==> src/sv/amp_div.sv <==
// ----------------------------------------------------------------------------
// amp_div: iterative restoring divider
// Produces quotient and remainder of an unsigned division, one quotient bit
// per cycle. A start pulse while idle loads the operands; done pulses for
// one cycle when the results are ready, and they hold until the next start.
// ----------------------------------------------------------------------------
module amp_div #(
  parameter int W = 32
) (
  input  logic         clk,
  input  logic         rst,
  input  logic         start,
  input  logic [W-1:0] dividend,
  input  logic [W-1:0] divisor,
  output logic         done,
  output logic [W-1:0] quotient,
  output logic [W-1:0] remainder
);

  localparam int CW = $clog2(W);

  logic          busy;
  logic [CW-1:0] cnt;
  logic [W-1:0]  rem;
  logic [W-1:0]  rem_next;
  logic [W-1:0]  quo;
  logic [W-1:0]  quo_next;
  logic [W-1:0]  dvs;
  logic [W:0]    shifted;
  logic [W:0]    diff;

  // One restoring step: shift in the next dividend bit, try the subtract.
  always_comb begin
    shifted = {rem, quo[W-1]};
    diff    = shifted - {1'b0, dvs};
    if (diff[W]) begin
      rem_next = shifted[W-1:0];
      quo_next = {quo[W-2:0], 1'b0};
    end else begin
      rem_next = diff[W-1:0];
      quo_next = {quo[W-2:0], 1'b1};
    end
  end

  always_ff @(posedge clk) begin
    if (rst) begin
      busy <= 1'b0;
      done <= 1'b0;
      cnt  <= '0;
    end else begin
      done <= 1'b0;
      if (start && !busy) begin
        busy <= 1'b1;
        cnt  <= CW'(W - 1);
        rem  <= '0;
        quo  <= dividend;
        dvs  <= divisor;
      end else if (busy) begin
        rem <= rem_next;
        quo <= quo_next;
        if (cnt == '0) begin
          busy <= 1'b0;
          done <= 1'b1;
        end else begin
          cnt <= cnt - CW'(1);
        end
      end
    end
  end

  assign quotient  = quo;
  assign remainder = rem;

endmodule

==> config.mk <==
export PLATFORM = sky130hd
export DESIGN_NAME = amp_div
export DESIGN_NICKNAME = d
export VERILOG_FILES = /design/src/sv/amp_div.sv
export SDC_FILE = /design/constraint.sdc
export NUM_CORES = 1
export LEC_CHECK = 0
export BUFFER_PORTS_ARGS = -buffer_cell sky130_fd_sc_hd__buf_2
export CORE_ASPECT_RATIO = 0.8
export CORE_MARGIN = 3
export CORE_UTILIZATION = 35
export CTS_CLUSTER_SIZE = 10
export DETAILED_ROUTE_END_ITERATION = 7
export PLACE_DENSITY_LB_ADDON = 0.08
export SYNTH_ARGS = -nofsm -noshare
export SYNTH_HDL_FRONTEND = slang
export SYNTH_SLANG_ARGS = --single-unit
==> constraint.sdc <==
create_clock -name clk -period 9.7 [get_ports clk]
set_input_delay 1.94 -clock clk [delete_from_list [all_inputs] [get_ports clk]]
set_output_delay 1.94 -clock clk [all_outputs]
set_load 0.01 [all_outputs]
-- After elaboration in Yosys (flattened, before gate mapping)
Index checks and enable logic that the tools add are counted.
- word-level logic and storage cells: 31
- bits in registers: 103
- output and inout port bits: 65
- bits of input ports: 67
- equality and inequality tests: 1
- reduce and logical (&&, ||, !) cells: 8
- bitwise operators: 2
- muxes and demuxes: 12
- add/subtract/negate cells: 2
- operators by type and width (operator ; count):
    $mux W32 ; 4
    $sub A33 B32 Y33 ; 1
    $mux W5 ; 3
    $reduce_and A2 Y1 ; 3
    $logic_not A5 Y1 ; 1
    $mux W1 ; 5
    $sub A5 B1 Y5 const B ; 1
    $reduce_or A3 Y1 ; 1
    $ne A2 B2 Y1 const B ; 1
    $not A1 Y1 ; 2
    $reduce_bool A2 Y1 ; 1
    $logic_and A1 B1 Y1 ; 1
    $logic_not A1 Y1 ; 1

-- Depth between registers and ports, before layout
- depth in word-level cells: 4
- mapped depth: 14
- mapped depth without buffers: 12

-- Worst setup path after synthesis
OpenSTA, ideal clock, no wires.
- kind: input port to flip-flop
- start point: input rst
- end point: register quo[0], in the netlist quotient[0] (enable)
- path buffers: 1
- stages: 2
- arrival: 4825 ps
- slack: 4387 ps
- library setup time: 488 ps
- required time: 9212 ps
- path through: clkbuf_1 -> nor2_1
- word-level cells in the longest chain between the ends: 2
- RTL lines (item ; line ; source):
    start: declaration ; 11 ; input logic rst,
    $not A1 Y1 (no line) ; - ;
    $reduce_and A2 Y1 (no line) ; - ;
    end signal: assignment ; 56 ; quo <= dividend;
    end signal: assignment ; 60 ; quo <= quo_next;
    end: declaration ; 26 ; logic [W-1:0] quo;
Every way passes these cells.
A chain may end at the register's enable or synchronous reset.

-- Final worst setup path
- start point: register quo[31], in the netlist quotient[31]
- end point: register rem[2], in the netlist remainder[2] (data pin)
- word-level cells in the longest chain between the ends: 3
- RTL lines (item ; line ; source):
    $sub A33 B32 Y33 ; 35 ; diff = shifted - {1'b0, dvs};
    $mux W32 ; 36 ; if (diff[W]) begin
    $mux W32 ; 58 ; end else if (busy) begin
    end signal: assignment ; 59 ; rem <= rem_next;
    end: declaration ; 24 ; logic [W-1:0] rem;
Every way passes these cells. The select of a mux whose other input is x is not followed.

==> summary.md <==
| Metric | Value |
|---|---|
| Layout cells sized above 1 | 0.2423 |
| Max-slew violations | 0 |
| Syn Inst Count | just under 600 |
| Startpoint Class | register |
| Top_reg_cell synth | edfxtp_1 |
| First-pass GRT wire length | 23.45 mm |
| Top Family by Delay on Critical Path | compound AO/OA/AOI/OAI gates |
| Element type at the critical path end | register |
| Core Region | roughly 17000 um^2 |
| Area growth syn-to-layout | 19.18% |
| Yosys top cell area share | 0.4787 |
| Final period util | 0.3912 |
| Gpl congestion | a little over 0.8 |
| Worst Slack Setup Final | 5906 ps |
| Finished Layout Cells | about 940 |
| Status | complete, no violations |
| Clock sinks | approximately 100 |
| Ys async rst share | 0 |
| H-tree depth | 3 |
| I/O pins | approximately 130 |
| Slowest CP cell | buf_4 |
| Worst vdd ir | 0.00007742 V |
| Final setup vio count | 0 |
| Hold path start | cnt[0]$_SDFFE_PP0P_ |
| HP Class | reg2reg |
| M1 GR Usage | 0.2233 |
| Post-synth EDFFs | 96 |
| CP required | ~10000 ps |
| Post-DP Area | between 6000 and 7000 um^2 |
| Max Clock Freq | roughly 260 MHz |
| DRT iter0 DRCs | approximately 270 |
| Initial antenna violation count | 0 |
| Placed wire-length estimate | between 10 and 15 mm |
| Slew margin rel. | 0.3445 |
| Max Cap Violations | 0 |
| Arr. time, crit path | just under 4000 ps |
| Grt peak-use layer | met2 |
| Final net count | 815 |
| Met3 Usage GRT | 0.03464 |
| Routing usage on met2 | 0.2354 |
| Adder-cell area share of the yosys netlist | 0.07397 |
| Avg Inst Size Synth | roughly 10 um^2 |
| Cell Area, Synth | ~6000 um^2 |
| Ant. Diodes | 0 |
| #FFs+latches synth | between 100 and 150 |
| Mux contribution to synthesized area | 0.03678 |
| DR WL/cell | roughly 16 um |
| All-Layer GR Usage | 0.1557 |
| Grt ovf | 0 |
| Worst slew pin tran | around 1000 ps |
| CTS resizes | 0 |
| CP Buf/Inv Count | 2 |
| Worst-case clock buffer depth | 2 |
| Area contributors post-synth | edfxtp_1 (48%), nand2_1 (8.1%), ha_1 (7.1%), mux2i_1 (3.5%), xnor2_1 (3.2%) |
| Crit Path Category | reg2reg |
| YS warnings | 0 |
| Buffers on Ports | roughly 130 |
| Mapped Nets | just under 700 |
| WHS | between 500 and 600 ps |
| Minimum clock period | approximately 3800 ps |
| Clk Latency, worst-skew pair | 360 ps |
| Slowest stage delay, CP | 500 ps |
| LEAKAGE | between 3 and 4 nW |
| Placed cells | 922 |
| CTS tree | yes |
| CP Cell Sequence | inv_1, ha_1, fa_1, nor2b_4, o31ai_4, a211oi_2, o31ai_4, a211oi_1, nor2_1, a21oi_4, buf_4, mux2i_1, nor2_1 |
| Die Ht | approximately 120 um |
| Final TNS setup | 0 ps |
| CTS Buf Count | 9 |
| Via/cell ratio | 4.953 |
| Largest net degree at the start of global routing | 45 |
| XOR/XNOR Fraction of Synth Area | 0.04218 |
| Cell area after layout | between 7000 and 8000 um^2 |
| Crit path from | quotient[31]$_DFFE_PP_ |
| Synth cell types | 57 |
| Setup Buffers After CTS | 0 |
| Starting Density | 0.3604 |
| Vias in the first global route | around 4600 |
| Rows | 42 |
| Worst R2R Start | quotient[31]$_DFFE_PP_ |
| Largest family of logic cells by synthesized area | simple AND/OR/NAND/NOR gates |
| Power Dens Cells | around 190 nW/um^2 |
| Root buf cell | clkbuf_16 |
| Die width | roughly 150 um |
| DRC errors left | 0 |
| Top-count cell post-synth | nand2_1 |
| Most frequent cells after synthesis | nand2_1 (130), edfxtp_1 (96), nor2_1 (48), inv_1 (39), ha_1 (34) |
| Sequential fraction of the synthesis area | 0.5020 |
| Vias | approximately 4600 |
| TritonRoute pass-1 iters | 5 |
| Synth area leader | edfxtp_1 |
| Simple-Gate Fraction of Synth Area | 0.1664 |
| Post-DRT Antenna Nets | 0 |
| Unrepaired setup endpoints after global routing | false |
| Clock Skews | ~9.4 ps |
| Post-CTS Hold Buffers | 0 |
| Compound-Gate Fraction of Synth Area | 0.1294 |
| Hold Vio Cnt, Final | 0 |
| Reg clk slew, reported paths | approximately 70 ps |
| Critical path fanouts, max | 29 |
| Full die area | around 19000 um^2 |
| Post-Place Setup Slack | around 5900 ps |
| Final WL | roughly 15 mm |
-- cells in the final DEF (no fill, tap or decap), types with 6 or more instances in the layout --
master and instances:
nor2_1 46, xor2_1 7, o21a_1 10, mux2i_1 21, nor3_1 9, a31oi_1 6, ha_1 34, dfxtp_1 7
nand4_1 6, buf_2 131, a21o_1 13, a21oi_1 29, nor2b_1 7, xnor2_1 22, clkbuf_16 9, a211oi_1 8
edfxtp_1 96, inv_1 39, o21ai_0 15, nand2_1 130
-- power breakdown --
part           switching (W)  leakage, nW  total [W]  internal, W
logic               0.000237         2.04   0.000408     0.000171
clock network       0.000178        0.150   0.000384     0.000206
registers          0.0000307        0.974   0.000575     0.000545
total               0.000446         3.16    0.00137     0.000922
-- through the flow --
stage                     total power [W]  utilization
after global placement          0.0009934       0.4108
final                            0.001367       0.4295
after global routing             0.001453       0.4295
after floorplan                 0.0008894            -
after CTS                        0.001385       0.4295
after detailed placement        0.0009953       0.4108
-- path summary, 6_finish.rpt --
path | to | slack (ps) | cells after the start
worst max-delay path | remainder[2]$_SDFFCE_PP0P_ | 5910 | 13
worst min-delay path | cnt[0]$_SDFFE_PP0P_ | 520 | 1
worst max register to register | remainder[2]$_SDFFCE_PP0P_ | 5910 | 13
worst min register to register | cnt[0]$_SDFFE_PP0P_ | 520 | 1
-- kinds of logic after synthesis --
logic type               after synthesis
adder cells (fa/ha/maj)               35
flip-flops                           103
multiplexers                          22
AND/OR/NAND/NOR                      228
AO/OA/AOI/OAI                        111
XOR/XNOR                              29
buffers and inverters                 64
-- worst register-to-register path, stage by stage, from the launching register on --
cell,delay [ps]
edfxtp_1,390
inv_1,60
ha_1,220
fa_1,450
nor2b_4,170
o31ai_4,90
a211oi_2,270
o31ai_4,110
a211oi_1,400
nor2_1,160
a21oi_4,380
buf_4,500
mux2i_1,290
nor2_1,60
-- layer usage --
| layer | vias to the layer above | part of all wire |
|---|---|---|
| li1 | 2327 | - |
| met1 | 2188 | 0.50 |
| met2 | 112 | 0.44 |
| met3 | 19 | 0.049 |
| met4 | 0 | 0.016 |
| met5 | - | 0 |
-- area by class of cell --
type	count	area, um^2
Timing Repair Buffer	135	685.7
Inverter	39	146.4
Sequential cell	103	3023
Fill cell	1698	9534
Tap cell	220	275.3
Multi-Input combinational cell	425	2735
Clock buffer	9	225.2
Clock inverter	7	86.33
-- state kept, by name, indices dropped and copies added (netlist names) --
name and cells:
dvs 32, cnt 5, done 1, busy 1, remainder 32, quotient 32
(Power assumes the default switching activity.)
